### config.mk
export PLATFORM = sky130hd
export DESIGN_NAME = chunk_container_deframer_flat
export DESIGN_NICKNAME = d
export VERILOG_FILES = /design/src/hw/rtl/cdf_pkg.sv /design/src/hw/rtl/cdf_if.sv /design/src/hw/rtl/cdf_fifo.sv /design/src/hw/rtl/cdf_parse.sv /design/src/hw/rtl/chunk_container_deframer.sv /design/src/flat_wrapper.sv
export SDC_FILE = /design/constraint.sdc
export NUM_CORES = 1
export LEC_CHECK = 0
export BUFFER_PORTS_ARGS = -buffer_cell sky130_fd_sc_hd__buf_2
export CAP_MARGIN = 30
export CORE_MARGIN = 2
export CORE_UTILIZATION = 25
export DETAILED_ROUTE_END_ITERATION = 8
export GPL_TIMING_DRIVEN = 0
export PLACE_DENSITY = 0.51
export SYNTH_ARGS = -nofsm -noshare
export SYNTH_HDL_FRONTEND = slang
export SYNTH_SLANG_ARGS = --single-unit
export TNS_END_PERCENT = 20
### constraint.sdc
create_clock -name clk -period 18.1 [get_ports clk]
set_clock_uncertainty 0.2 [all_clocks]
set_input_delay 1.81 -clock clk [delete_from_list [all_inputs] [get_ports clk]]
set_output_delay 1.81 -clock clk [all_outputs]
set_load 0.02 [all_outputs]
### src/hw/rtl/cdf_pkg.sv
// Shared types, codes and constants of the chunk container deframer.
`timescale 1ns / 1ps

package cdf_pkg;

	localparam int LENGTH_WIDTH_DEF = 32;
	localparam int QUEUE_DEPTH      = 2;

	localparam int MIN_VERSION_W  = 31;
	localparam int TOTAL_LENGTH_W = 32;
	localparam int CFG_DATA_W     = 32;
	localparam int CFG_INDEX_W    = 1;

	// register indexes on the write port
	localparam logic [CFG_INDEX_W-1:0] REG_MIN_VERSION  = 1'b0;
	localparam logic [CFG_INDEX_W-1:0] REG_TOTAL_LENGTH = 1'b1;

	// header layout: "version" tag, then a 4-byte version word
	localparam int TAG_LEN    = 7;
	localparam int HEADER_LEN = 11;
	localparam int WORD_LEN   = 4;

	// result kinds
	localparam logic [1:0] KIND_NAME = 2'd0;
	localparam logic [1:0] KIND_PATH = 2'd1;
	localparam logic [1:0] KIND_DATA = 2'd2;
	localparam logic [1:0] KIND_MARK = 2'd3;

	// error codes
	localparam logic [2:0] ERR_NONE      = 3'd0;
	localparam logic [2:0] ERR_SHORT     = 3'd1;
	localparam logic [2:0] ERR_PREFIX    = 3'd2;
	localparam logic [2:0] ERR_VERSION   = 3'd3;
	localparam logic [2:0] ERR_TRUNCATED = 3'd4;

	typedef enum logic [11:0] {
		PH_IDLE    = 12'b0000_0000_0001,
		PH_PREFIX  = 12'b0000_0000_0010,
		PH_VERSION = 12'b0000_0000_0100,
		PH_COUNT   = 12'b0000_0000_1000,
		PH_NLEN    = 12'b0000_0001_0000,
		PH_NAME    = 12'b0000_0010_0000,
		PH_PLEN    = 12'b0000_0100_0000,
		PH_PATH    = 12'b0000_1000_0000,
		PH_DLEN    = 12'b0001_0000_0000,
		PH_DATA    = 12'b0010_0000_0000,
		PH_DONE    = 12'b0100_0000_0000,
		PH_ERROR   = 12'b1000_0000_0000
	} phase_t;

	typedef struct packed {
		logic [7:0] data_byte;
		logic       frame_start;
	} in_item_t;

	typedef struct packed {
		logic [1:0]  kind;
		logic [7:0]  byte_value;
		logic [31:0] chunk_number;
		logic        chunk_end;
		logic        file_done;
		logic [2:0]  error_code;
	} out_item_t;

	// ASCII "version", one byte per header position
	function automatic logic [7:0] tag_byte(input logic [2:0] idx);
		logic [7:0] r;
		case (idx)
			3'd0:    r = 8'h76;
			3'd1:    r = 8'h65;
			3'd2:    r = 8'h72;
			3'd3:    r = 8'h73;
			3'd4:    r = 8'h69;
			3'd5:    r = 8'h6f;
			3'd6:    r = 8'h6e;
			default: r = 8'h00;
		endcase
		return r;
	endfunction

endpackage

### src/hw/rtl/cdf_if.sv
// Valid/ready channel interfaces for raw bytes and parsed words.
`timescale 1ns / 1ps

interface cdf_byte_if;
	logic       valid;
	logic       ready;
	logic [7:0] data_byte;
	logic       frame_start;

	modport source (output valid, output data_byte, output frame_start, input ready);
	modport sink (input valid, input data_byte, input frame_start, output ready);
endinterface

interface cdf_result_if;
	logic        valid;
	logic        ready;
	logic [1:0]  kind;
	logic [7:0]  byte_value;
	logic [31:0] chunk_number;
	logic        chunk_end;
	logic        file_done;
	logic [2:0]  error_code;

	modport source (output valid, output kind, output byte_value, output chunk_number,
		output chunk_end, output file_done, output error_code, input ready);
	modport sink (input valid, input kind, input byte_value, input chunk_number,
		input chunk_end, input file_done, input error_code, output ready);
endinterface

### src/hw/rtl/cdf_fifo.sv
// Small register queue with valid/ready on both sides.
`timescale 1ns / 1ps

module cdf_fifo #(
	parameter int WIDTH = 8,
	parameter int DEPTH = 2
) (
	input  logic             clk,
	input  logic             arst_n,
	input  logic             push_valid,
	output logic             push_ready,
	input  logic [WIDTH-1:0] push_data,
	output logic             pop_valid,
	input  logic             pop_ready,
	output logic [WIDTH-1:0] pop_data
);

	localparam int PTR_W = (DEPTH > 1) ? $clog2(DEPTH) : 1;
	localparam int CNT_W = $clog2(DEPTH + 1);

	logic [WIDTH-1:0] mem_q [DEPTH];
	logic [PTR_W-1:0] wr_ptr_q;
	logic [PTR_W-1:0] rd_ptr_q;
	logic [CNT_W-1:0] count_q;
	logic             push;
	logic             pop;

	assign push_ready = (count_q != CNT_W'(DEPTH));
	assign pop_valid  = (count_q != '0);
	assign pop_data   = mem_q[rd_ptr_q];
	assign push       = push_valid && push_ready;
	assign pop        = pop_valid && pop_ready;

	always_ff @(posedge clk) begin
		if (push) begin
			mem_q[wr_ptr_q] <= push_data;
		end
	end

	always_ff @(posedge clk or negedge arst_n) begin
		if (!arst_n) begin
			wr_ptr_q <= '0;
			rd_ptr_q <= '0;
			count_q  <= '0;
		end else begin
			if (push) begin
				wr_ptr_q <= (wr_ptr_q == PTR_W'(DEPTH - 1)) ? '0 : wr_ptr_q + 1'b1;
			end
			if (pop) begin
				rd_ptr_q <= (rd_ptr_q == PTR_W'(DEPTH - 1)) ? '0 : rd_ptr_q + 1'b1;
			end
			case ({push, pop})
				2'b10:   count_q <= count_q + 1'b1;
				2'b01:   count_q <= count_q - 1'b1;
				default: count_q <= count_q;
			endcase
		end
	end

endmodule

### src/hw/rtl/cdf_parse.sv
// Byte-serial container parser: header, count, length fields and chunk bodies.
`timescale 1ns / 1ps

module cdf_parse import cdf_pkg::*; #(
	parameter int LENGTH_WIDTH = LENGTH_WIDTH_DEF
) (
	input  logic                      clk,
	input  logic                      arst_n,
	input  logic                      in_valid,
	output logic                      in_ready,
	input  in_item_t                  in_item,
	output logic                      out_valid,
	input  logic                      out_ready,
	output out_item_t                 out_item,
	input  logic [MIN_VERSION_W-1:0]  min_version,
	input  logic [TOTAL_LENGTH_W-1:0] total_length
);

	phase_t                  phase_q, phase_e, phase_d;
	logic [31:0]             offset_q, offset_e, offset_d;
	logic [LENGTH_WIDTH-1:0] remain_q, remain_e, remain_d;
	logic [31:0]             shift_q, shift_e, shift_d;
	logic [1:0]              wcount_q, wcount_e, wcount_d;
	logic [31:0]             left_q, left_e, left_d;
	logic [31:0]             chunk_q, chunk_e, chunk_d;

	logic                    step;
	logic                    restart;
	logic                    emit;
	logic                    finish;
	logic [7:0]              b;
	logic [31:0]             offset_inc;
	logic [31:0]             word;
	logic [31:0]             left_dec;
	logic [LENGTH_WIDTH-1:0] remain_dec;
	logic                    no_room_word;
	logic                    len_over;
	logic                    len_wide;
	logic                    version_low;

	assign step      = in_valid && out_ready;
	assign in_ready  = out_ready;
	assign out_valid = step && emit;

	always_comb begin
		restart = in_item.frame_start || (phase_q == PH_IDLE);
		if (restart) begin
			phase_e  = (min_version != '0) ? PH_PREFIX : PH_COUNT;
			offset_e = '0;
			remain_e = '0;
			shift_e  = '0;
			wcount_e = '0;
			left_e   = '0;
			chunk_e  = '0;
		end else begin
			phase_e  = phase_q;
			offset_e = offset_q;
			remain_e = remain_q;
			shift_e  = shift_q;
			wcount_e = wcount_q;
			left_e   = left_q;
			chunk_e  = chunk_q;
		end

		b            = in_item.data_byte;
		offset_inc   = offset_e + 32'd1;
		word         = {shift_e[23:0], b};
		left_dec     = left_e - 32'd1;
		remain_dec   = remain_e - 1'b1;
		no_room_word = ({1'b0, offset_e} + 33'(WORD_LEN)) > {1'b0, total_length};
		len_over     = ({1'b0, offset_inc} + {1'b0, word}) > {1'b0, total_length};
		len_wide     = (word >> LENGTH_WIDTH) != 32'd0;
		version_low  = word[31] || (word[30:0] < min_version);

		phase_d  = phase_e;
		offset_d = offset_e;
		remain_d = remain_e;
		shift_d  = shift_e;
		wcount_d = wcount_e;
		left_d   = left_e;
		chunk_d  = chunk_e;
		emit     = 1'b0;
		finish   = 1'b0;

		out_item.kind         = KIND_MARK;
		out_item.byte_value   = 8'd0;
		out_item.chunk_number = chunk_e;
		out_item.chunk_end    = 1'b0;
		out_item.file_done    = 1'b0;
		out_item.error_code   = ERR_NONE;

		case (phase_e)
			PH_PREFIX: begin
				if (offset_e == 32'd0 && total_length < 32'(HEADER_LEN)) begin
					phase_d             = PH_ERROR;
					emit                = 1'b1;
					out_item.error_code = ERR_SHORT;
				end else if (b != tag_byte(offset_e[2:0])) begin
					phase_d             = PH_ERROR;
					emit                = 1'b1;
					out_item.error_code = ERR_PREFIX;
				end else begin
					offset_d = offset_inc;
					if (offset_inc >= 32'(TAG_LEN)) begin
						phase_d  = PH_VERSION;
						wcount_d = '0;
						shift_d  = '0;
					end
				end
			end
			PH_VERSION, PH_COUNT, PH_NLEN, PH_PLEN, PH_DLEN: begin
				if (wcount_e == 2'd0 && phase_e != PH_VERSION && no_room_word) begin
					phase_d             = PH_ERROR;
					emit                = 1'b1;
					out_item.error_code = ERR_TRUNCATED;
				end else begin
					shift_d  = word;
					offset_d = offset_inc;
					if (wcount_e != 2'(WORD_LEN - 1)) begin
						wcount_d = wcount_e + 2'd1;
					end else begin
						wcount_d = '0;
						if (phase_e == PH_VERSION) begin
							if (version_low) begin
								phase_d             = PH_ERROR;
								emit                = 1'b1;
								out_item.error_code = ERR_VERSION;
							end else begin
								phase_d = PH_COUNT;
							end
						end else if (phase_e == PH_COUNT) begin
							left_d                = word;
							chunk_d               = '0;
							out_item.chunk_number = 32'd0;
							if (word == 32'd0) begin
								phase_d            = PH_DONE;
								emit               = 1'b1;
								out_item.file_done = 1'b1;
							end else begin
								phase_d = PH_NLEN;
							end
						end else if (len_wide || len_over) begin
							phase_d             = PH_ERROR;
							emit                = 1'b1;
							out_item.error_code = ERR_TRUNCATED;
						end else begin
							remain_d = word[LENGTH_WIDTH-1:0];
							if (word != 32'd0) begin
								case (phase_e)
									PH_NLEN: phase_d = PH_NAME;
									PH_PLEN: phase_d = PH_PATH;
									default: phase_d = PH_DATA;
								endcase
							end else begin
								// empty field: name and path skip ahead, data closes the chunk
								case (phase_e)
									PH_NLEN: phase_d = PH_PLEN;
									PH_PLEN: phase_d = PH_DLEN;
									default: finish  = 1'b1;
								endcase
							end
						end
					end
				end
			end
			PH_NAME, PH_PATH, PH_DATA: begin
				remain_d            = remain_dec;
				offset_d            = offset_inc;
				emit                = 1'b1;
				out_item.byte_value = b;
				case (phase_e)
					PH_NAME: out_item.kind = KIND_NAME;
					PH_PATH: out_item.kind = KIND_PATH;
					default: out_item.kind = KIND_DATA;
				endcase
				if (remain_dec == '0) begin
					case (phase_e)
						PH_NAME: phase_d = PH_PLEN;
						PH_PATH: phase_d = PH_DLEN;
						default: finish  = 1'b1;
					endcase
				end
			end
			default: begin
				// done, error: bytes are dropped until the next frame start
			end
		endcase

		if (finish) begin
			emit               = 1'b1;
			left_d             = left_dec;
			chunk_d            = chunk_e + 32'd1;
			out_item.chunk_end = 1'b1;
			out_item.file_done = (left_dec == 32'd0);
			phase_d            = (left_dec == 32'd0) ? PH_DONE : PH_NLEN;
		end
	end

	always_ff @(posedge clk or negedge arst_n) begin
		if (!arst_n) begin
			phase_q  <= PH_IDLE;
			offset_q <= '0;
			remain_q <= '0;
			shift_q  <= '0;
			wcount_q <= '0;
			left_q   <= '0;
			chunk_q  <= '0;
		end else if (step) begin
			phase_q  <= phase_d;
			offset_q <= offset_d;
			remain_q <= remain_d;
			shift_q  <= shift_d;
			wcount_q <= wcount_d;
			left_q   <= left_d;
			chunk_q  <= chunk_d;
		end
	end

endmodule

### src/hw/rtl/chunk_container_deframer.sv
// Top level of the chunk container deframer: config registers, queues and parser.
//
//  channel  dir  modport  payload                                   word accepted when
//  rx       in   sink     data_byte[7:0], frame_start               rx.valid & rx.ready
//  tx       out  source   kind, byte_value, chunk_number, chunk_end, tx.valid & tx.ready
//                         file_done, error_code
//  wr_*     in   -        wr_index[0], wr_data[31:0]                wr_en
//
// One byte per cycle sustained while the output queue has room. A byte is
// registered in the input queue, parsed combinationally once it is at the
// queue head, and its result (if any) is registered in the output queue,
// which drives tx. The parser advances only when the output queue has room.
// Both queues hold two words, so either side can stall without throttling
// the other. Reset (arst_n) clears all control state and the config
// registers; there is no clearing pass.
`timescale 1ns / 1ps

module chunk_container_deframer import cdf_pkg::*; #(
	parameter int LENGTH_WIDTH = LENGTH_WIDTH_DEF
) (
	input  logic                   clk,
	input  logic                   arst_n,
	cdf_byte_if.sink               rx,
	cdf_result_if.source           tx,
	input  logic                   wr_en,
	input  logic [CFG_INDEX_W-1:0] wr_index,
	input  logic [CFG_DATA_W-1:0]  wr_data
);

	logic [MIN_VERSION_W-1:0]  min_version_q;
	logic [TOTAL_LENGTH_W-1:0] total_length_q;

	in_item_t  rx_item;
	in_item_t  parse_in;
	logic      parse_in_valid;
	logic      parse_in_ready;
	out_item_t parse_out;
	logic      parse_out_valid;
	logic      parse_out_ready;
	out_item_t tx_item;

	// Config writes: min_version keeps its low 31 bits, total_length is live.
	always_ff @(posedge clk or negedge arst_n) begin
		if (!arst_n) begin
			min_version_q  <= '0;
			total_length_q <= '0;
		end else if (wr_en) begin
			case (wr_index)
				REG_MIN_VERSION:  min_version_q  <= wr_data[MIN_VERSION_W-1:0];
				REG_TOTAL_LENGTH: total_length_q <= wr_data[TOTAL_LENGTH_W-1:0];
				default: ;
			endcase
		end
	end

	assign rx_item.data_byte   = rx.data_byte;
	assign rx_item.frame_start = rx.frame_start;

	// Front: byte queue decouples the source from parser stalls.
	cdf_fifo #(
		.WIDTH ($bits(in_item_t)),
		.DEPTH (QUEUE_DEPTH)
	) u_in_fifo (
		.clk        (clk),
		.arst_n     (arst_n),
		.push_valid (rx.valid),
		.push_ready (rx.ready),
		.push_data  (rx_item),
		.pop_valid  (parse_in_valid),
		.pop_ready  (parse_in_ready),
		.pop_data   (parse_in)
	);

	// Back: header/chunk state machine, one byte per cycle while the out queue has room.
	cdf_parse #(
		.LENGTH_WIDTH (LENGTH_WIDTH)
	) u_parse (
		.clk          (clk),
		.arst_n       (arst_n),
		.in_valid     (parse_in_valid),
		.in_ready     (parse_in_ready),
		.in_item      (parse_in),
		.out_valid    (parse_out_valid),
		.out_ready    (parse_out_ready),
		.out_item     (parse_out),
		.min_version  (min_version_q),
		.total_length (total_length_q)
	);

	// Result queue: the registered output stage toward the sink.
	cdf_fifo #(
		.WIDTH ($bits(out_item_t)),
		.DEPTH (QUEUE_DEPTH)
	) u_out_fifo (
		.clk        (clk),
		.arst_n     (arst_n),
		.push_valid (parse_out_valid),
		.push_ready (parse_out_ready),
		.push_data  (parse_out),
		.pop_valid  (tx.valid),
		.pop_ready  (tx.ready),
		.pop_data   (tx_item)
	);

	assign tx.kind         = tx_item.kind;
	assign tx.byte_value   = tx_item.byte_value;
	assign tx.chunk_number = tx_item.chunk_number;
	assign tx.chunk_end    = tx_item.chunk_end;
	assign tx.file_done    = tx_item.file_done;
	assign tx.error_code   = tx_item.error_code;

endmodule

### src/flat_wrapper.sv
// flat-port wrapper written by rule: the top's interface ports become plain ports
module chunk_container_deframer_flat import cdf_pkg::*;
#(
	parameter int LENGTH_WIDTH = LENGTH_WIDTH_DEF
)
  (clk, arst_n, wr_en, wr_index, wr_data, rx_valid, rx_data_byte, rx_frame_start, rx_ready, tx_valid, tx_kind, tx_byte_value, tx_chunk_number, tx_chunk_end, tx_file_done, tx_error_code, tx_ready);
  cdf_byte_if rx_i ();
  cdf_result_if tx_i ();
  input  logic clk;
  input  logic arst_n;
  input  logic wr_en;
  input  logic [CFG_INDEX_W-1:0] wr_index;
  input  logic [CFG_DATA_W-1:0] wr_data;
  input wire logic [$bits(rx_i.valid)-1:0] rx_valid;
  input wire logic [$bits(rx_i.data_byte)-1:0] rx_data_byte;
  input wire logic [$bits(rx_i.frame_start)-1:0] rx_frame_start;
  output wire logic [$bits(rx_i.ready)-1:0] rx_ready;
  output wire logic [$bits(tx_i.valid)-1:0] tx_valid;
  output wire logic [$bits(tx_i.kind)-1:0] tx_kind;
  output wire logic [$bits(tx_i.byte_value)-1:0] tx_byte_value;
  output wire logic [$bits(tx_i.chunk_number)-1:0] tx_chunk_number;
  output wire logic [$bits(tx_i.chunk_end)-1:0] tx_chunk_end;
  output wire logic [$bits(tx_i.file_done)-1:0] tx_file_done;
  output wire logic [$bits(tx_i.error_code)-1:0] tx_error_code;
  input wire logic [$bits(tx_i.ready)-1:0] tx_ready;
  assign rx_i.valid = rx_valid;
  assign rx_i.data_byte = rx_data_byte;
  assign rx_i.frame_start = rx_frame_start;
  assign rx_ready = rx_i.ready;
  assign tx_valid = tx_i.valid;
  assign tx_kind = tx_i.kind;
  assign tx_byte_value = tx_i.byte_value;
  assign tx_chunk_number = tx_i.chunk_number;
  assign tx_chunk_end = tx_i.chunk_end;
  assign tx_file_done = tx_i.file_done;
  assign tx_error_code = tx_i.error_code;
  assign tx_i.ready = tx_ready;
  chunk_container_deframer #(.LENGTH_WIDTH(LENGTH_WIDTH)) u_core (.clk(clk), .arst_n(arst_n), .rx(rx_i), .tx(tx_i), .wr_en(wr_en), .wr_index(wr_index), .wr_data(wr_data));
endmodule
* Word-level counts from Yosys, hierarchy flattened *
Memory sizes are Yosys's and may differ from the RTL's.
Cells that the tools add are included.

word-level totals
  word-level logic and storage cells = 200
  register bits = 245
  bits in writable memories = 112
  memories kept = 2
  output and inout bits = 49
  input port bits = 47

operators by class
  eq/ne operators = 25
  reduce and logical (&&, ||, !) cells = 28
  bitwise operators = 1
  mux-type cells = 109
  add/subtract/negate cells = 15
  magnitude comparators = 5

memories
  name                     depth  bits a word  rd ports  clocked after Yosys merged registers in  write ports  RTL line        text
  u_core.u_out_fifo.mem_q  2      47           1         0                                        1            cdf_fifo.sv:21  logic [WIDTH-1:0] mem_q [DEPTH];
  u_core.u_in_fifo.mem_q   2      9            1         0                                        1            cdf_fifo.sv:21

operators by type and width
  operator                                                                       number
  32-bit two-way mux                                                             29
  12-bit two-way mux                                                             13
  32-bit zero test                                                               4
  32-bit case mux with 2 select lines                                            2
  32-bit case mux with 3 select lines                                            1
  33-bit by 32-bit greater-than comparator with 1-bit output                     2
  32-bit by 1-bit adder with 32-bit output, second input constant                2
  32-bit by 1-bit subtractor with 32-bit output, second input constant           2
  7-bit case mux with 7 select lines                                             1
  12-bit case mux with 2 select lines                                            2
  12-bit case mux with 3 select lines                                            1
  32-bit by 3-bit adder with 33-bit output, second input constant                1
  32-bit by 32-bit adder with 33-bit output                                      1
  32-bit by 3-bit >= comparator with 1-bit output, second input constant         1
  32-bit by 4-bit less-than comparator with 1-bit output, second input constant  1
  32-bit nonzero test                                                            1
  31-bit less-than comparator                                                    1
  1-bit two-way mux                                                              31
  31-bit nonzero test                                                            1
  11-bit two-way mux                                                             2
  2-bit two-way mux                                                              10
  10-bit case mux with 2 select lines                                            1
  8-bit two-way mux                                                              2
  2-bit case mux with 2 select lines                                             4
  37 further kinds                                                               67

* Longest topological paths before layout *
  depth in word-level cells = 18
  mapped depth = 44
  mapped depth without buffers = 35

* Hierarchy *
From an unflattened synthesis, not the netlist that was laid out.

second synthesis, totals
  cells, all modules = 2771
  area, all modules = 24981.5 um2

by module, submodules not included
  module                         instances  sequential area each (um2)  cells an instance  area each (um2)
  cdf_parse                      1          4155.2                      2429               18003.5
  cdf_fifo at u_core.u_out_fifo  1          2922.8                      163                3666.0
  chunk_container_deframer       1          1576.5                      134                2469.9
  cdf_fifo at u_core.u_in_fifo   1          640.6                       45                 842.1

* Worst setup path before layout *
Ideal clock, no wire load.

  kind = register to register
  start = register u_core.u_in_fifo.rd_ptr_q
  end = memory u_core.u_out_fifo.mem_q[0][0] (netlist name) (enable)
  clock period less this slack = 11.274 ns
  path slack = 6.826 ns
  data arrival time = 10.622 ns
  data required time = 17.448 ns
  path buffers = 8
  setup time = 0.452 ns
  stages on the path, launching flop included = 40
  path through = dfrtp_1 -> mux2i_1 -> o41a_1 -> buf_4 -> buf_2 -> clkbuf_1 -> clkbuf_1 -> buf_1 -> buf_1 -> clkbuf_1 -> nand2_1 -> inv_1 -> ha_1 -> nand2_1 -> or4_1 -> clkbuf_1 -> or3_1 -> and2_1 -> [4 not listed] -> a21oi_1 -> o21ai_0 -> a211oi_1 -> a211oi_1 -> nand3_1 -> a21boi_0 -> o41a_1 -> xor2_1 -> ha_1 -> and3_1 -> nand4_1 -> or2_2 -> a41oi_1 -> o2111ai_2 -> o32a_1 -> o2111ai_1 -> o21ai_0 -> nor2_1

on the way
  cells in the longest elaborated chain, start to end = 18
  elaborated cells between the ends (all ways) = 74
  classes of those cells = add/sub (4); order compare (3); eq/ne (18); mux (31); reduce/logical (17); memory (1)

ends and longest elaborated chain
  element                                                                             RTL line          text
  start, declared                                                                     cdf_fifo.sv:23    logic [PTR_W-1:0] rd_ptr_q;
  start signal, assigned                                                              cdf_fifo.sv:50    rd_ptr_q <= (rd_ptr_q == PTR_W'(DEPTH - 1)) ? '0 : rd_ptr_q + 1'b1;
  memory 2 x 9 bit *                                                                  -
  branches (longest 12 deep; another with 32-bit by 32-bit adder with 33-bit output)  -
  1-bit two-way mux *                                                                 cdf_parse.sv:189  if (finish) begin
  1-bit logical AND *                                                                 cdf_parse.sv:43   assign out_valid = step && emit;
  1-bit logical AND *                                                                 cdf_fifo.sv:31    assign push = push_valid && push_ready;
  1-bit two-way mux *                                                                 cdf_fifo.sv:35    if (push) begin
  1-bit two-way mux (not written as such) *                                           cdf_fifo.sv:36    mem_q[wr_ptr_q] <= push_data;
  end, declared                                                                       cdf_fifo.sv:21

Every way passes the cells marked *. The select of a mux whose other input is x is not followed.

* Final worst setup path *
  start = register u_core.u_parse.phase_q[6]
  end = memory u_core.u_out_fifo.mem_q[1][5] (netlist name) (enable)

on the way
  cells in the longest elaborated chain, start to end = 18
  elaborated cells between the ends (all ways) = 74
  classes of those cells = add/sub (4); order compare (3); eq/ne (19); mux (31); reduce/logical (17)

ends and longest elaborated chain
  element                                                                             RTL line          text
  start, declared                                                                     cdf_parse.sv:19   phase_t phase_q, phase_e, phase_d;
  start signal, assigned                                                              cdf_parse.sv:209  phase_q <= phase_d;
  branches (longest 13 deep; another with 32-bit by 32-bit adder with 33-bit output)  -
  1-bit two-way mux *                                                                 cdf_parse.sv:189
  1-bit logical AND *                                                                 cdf_parse.sv:43
  1-bit logical AND *                                                                 cdf_fifo.sv:31
  1-bit two-way mux *                                                                 cdf_fifo.sv:35
  1-bit two-way mux (not written as such) *                                           cdf_fifo.sv:36

Marked as above.

==> impl_metrics.ini <==
[hold_path]
min_from = u_core.total_length_q[3]
holdPathStages = 1
min_to = u_core.total_length_q[3]
worstHoldPathType = reg2reg

[layout]
fin_util_pct = 29.2
area.growth.synth_to_final_pct = 16.2
fin_cells = 4271
fin_area_um2 = 28600
nNetsFinal = 3142
multi_input_area_um2 = 14200
fillers = 10400
layout-drive-gt1-share_pct = 12.3
register_area_um2 = 9300

[drt]
wire_per_inst_um = 24.2
wl_met2_um = 45700
routed.top_layer = met5
wirelength_um = 103000
detail_route.first_pass.iterations = 5
route.detailed.drc = 0
dr.first_iter.drc_count = 2537
vias = 23500
wl_met3_um = 7940
met1_length_um = 45200
viasPerCell = 5.51
drt.antenna.violating_nets = 0

[worst_setup_path]
cp_max_fo = 30
worstPathArrival_ps = 14440
r2r-start = u_core.u_parse.phase_q[6]
slowest_stage = clkbuf_1
worstSetupStartpointType = flip-flop
cpPeakStageDelay_ps = 780
r2r-end = u_core.u_out_fifo.mem_q[1][5]
required_ps = 18200
crit_top_cell = clkbuf_1
critPathCaptureType = flip-flop
critical_path_class = reg2reg
path_buf_inv = 13
reg2reg_slack_ps = 3750
cpLargestDelayFamily = buffers and inverters
worstRegToRegCells = 42

[timing]
final.setup.tns_ps = 0
rsz0062_at_grt = no
period_share_pct = 79.3
hold_viol = 0
max-slew-margin-rel_pct = 25.7
whs_ps = 308
fin_ws_ps = 3750
max_freq_ghz = 0.0697
setup_viol = 0
period_minus_slack_ps = 14350
tightestPinTransition_ps = 1120
slew_viol_final = 0

[placement]
gp_congestion = 0.949
placed_area_um2 = 27100
portBuffers = 95
post-place-ws_ps = 3800
dp_hpwl_um = 78800
dpl.cell_count = 4187

[logic_synthesis]
synth_top_area_share_pct = 24.0
synthFlopType = dfrtp_1
ys_ff_latch = 349
yosysSeqAreaShare_pct = 37.8
syn_inst = 2776
synth_cell_types = 93
async_reset_ff_share_pct = 67.9
synth_edf_count = 112
synth.net_count = 2971
syn_avg_cell_area_um2 = 8.86
synth_area_um2 = 24600
ys_warn_count = 0
synth.area.top_cells = dfrtp_1 24%, edfxtp_1 14%, ha_1 7.5%
yosysTopAreaCell = dfrtp_1

[floorplan]
io-pin-count = 96
die_area_um2 = 101000
start_util_pct = 25.1
die_y_um = 318
rows = 115
core-area_um2 = 98000
die_width_um = 318

[clock_network]
cts_hold_buffers = 0
cts_setup_buffers = 0
cts_buffers = 43
clockRootBuffer = clkbuf_16
worstSkewPairLatency_ps = 610
clk_path_buf_depth = 3
clock_sinks = 349
h-tree-depth = 2
cts_resized = 0
cts_tree = done
path_clk_slew_ps = 60

[power_and_ir_drop]
p_leak_nw = 11.9
powerDensity_nw_per_um2 = 146
power_mw = 4.16
ir_worst_vdd_mv = 0.0700

[global_routing]
grt_pass1_vias = 22300
antenna_found_initial = 5
grt_pass1_wl_um = 152000
overflow = 0
grt_use_total_pct = 20.0
grt_max_degree = 89

[run]
maxCapViolCount = 0

[status]
status = completed
[layout by cell type, fill, tap and decap left out, drive strengths merged, types with 12 or more instances in the layout]
master,count
nand2,260
dfrtp,236
nor2,212
o21ai,197
buf,180
clkbuf,175
a21oi,171
ha,147
inv,123
edfxtp,112
mux2,84
nor3,84
nor4,84
nand3,78
xnor2,72
nand4,63
and2,50
and3,49
o211ai,46
a22o,46
xor2,37
a21o,33
mux2i,32
or3,29
a31oi,23
nand2b,22
o31ai,22
a211oi,21
or4,21
a22oi,20
clkinv,17
or2,16
nor4b,16
nor2b,14
o22ai,12
[flip-flops by register name, summed over array words and instances, names as in the netlist, 2 cells and up]
register	cells
u_core.min_version_q	31
u_core.total_length_q	32
u_core.u_in_fifo.count_q	2
u_core.u_in_fifo.mem_q	18
u_core.u_out_fifo.count_q	2
u_core.u_out_fifo.mem_q	94
u_core.u_parse.chunk_q	32
u_core.u_parse.left_q	32
u_core.u_parse.offset_q	32
u_core.u_parse.phase_q	12
u_core.u_parse.remain_q	32
u_core.u_parse.shift_q	24
u_core.u_parse.wcount_q	2
[worst max path at each step]
stage	from	endpoint	slack (ps)	cells past startpoint
2_1_floorplan	u_core.u_in_fifo.rd_ptr_q	u_core.u_out_fifo.mem_q[0][0]	6830	39
3_3_place_gp	u_core.u_in_fifo.rd_ptr_q	u_core.u_out_fifo.mem_q[0][5]	-840	37
3_5_place_dp	u_core.u_parse.phase_q[5]	u_core.u_out_fifo.mem_q[1][5]	3800	41
4_1_cts	u_core.u_parse.phase_q[6]	u_core.u_out_fifo.mem_q[1][14]	3720	41
5_1_grt	u_core.u_parse.phase_q[6]	u_core.u_out_fifo.mem_q[1][8]	3270	43
6_report	u_core.u_parse.phase_q[6]	u_core.u_out_fifo.mem_q[1][5]	3750	42
[worst register-to-register path: cells and delay by family, from the launching register on]
kind / cells / cell delay, ps
AND/OR/NAND/NOR: 10 / 2900
buffers and inverters: 13 / 5110
XOR/XNOR: 1 / 150
flip-flops: 1 / 330
adder cells (fa/ha/maj): 3 / 980
AO/OA/AOI/OAI: 15 / 4340
[report_power, final]
part,switching [mW],internal (mW)
Sequential,0.119,0.989
Clock,0.383,0.511
Combinational,1.49,0.667
[final cells by class]
cell class | instances | share of cell area (%)
clock buffers | 53 | 4.00
plain buffers | 176 | 2.58
inverters | 122 | 1.60
repair buffers | 126 | 3.11
flip-flops and latches | 349 | 32.5
multi-input cells | 2129 | 49.6
clock inverters | 26 | 0.950
well taps | 1287 | 5.64
diodes | 3 | 0.0263
[per-layer routing]
metal	vias up	GRT usage [%]
li1	10700	-
met1	11500	27.2
met2	1061	31.1
met3	253	3.52
met4	4	8.33
met5	-	0
[cells by family after synthesis]
group                      after synthesis  share of synthesized area, %
AOI/OAI and AO/OA                      728                          19.4
xor gates and xnor gates               109                          3.88
adders and majority gates              148                          7.56
buffers and inverters                  298                          4.86
DFF                                    349                          37.8
muxes                                  116                          5.15
and+or+nand+nor                       1028                          21.3
[synth_stat cells (7+ instances only)]
| master | n |
|---|---|
| nor2b_1 | 14 |
| nor3_1 | 81 |
| and3_1 | 49 |
| buf_2 | 26 |
| or4_1 | 20 |
| o22ai_1 | 12 |
| nor2_1 | 211 |
| dfrtp_1 | 236 |
| o311ai_0 | 8 |
| and4_1 | 9 |
| nand2b_1 | 22 |
| nand4_1 | 62 |
| o41ai_1 | 7 |
| and2_1 | 49 |
| o21bai_1 | 10 |
| o211ai_1 | 46 |
| clkbuf_1 | 120 |
| mux2_2 | 84 |
| a21o_1 | 32 |
| a221o_1 | 7 |
| a22oi_1 | 20 |
| a21oi_1 | 171 |
| a211oi_1 | 21 |
| xor2_1 | 37 |
| o21ai_0 | 194 |
| nor4_1 | 81 |
| or3_1 | 29 |
| nor4b_1 | 15 |
| nand3_1 | 78 |
| ha_1 | 147 |
| buf_1 | 20 |
| xnor2_1 | 72 |
| mux2i_1 | 32 |
| a221oi_1 | 8 |
| inv_1 | 119 |
| or2_2 | 15 |
| nand2_1 | 260 |
| o21a_1 | 10 |
| edfxtp_1 | 112 |
| a22o_1 | 46 |
| a31oi_1 | 23 |
| o221ai_1 | 9 |
| a311oi_1 | 10 |
| o31ai_1 | 22 |
(Power assumes the default switching activity.)
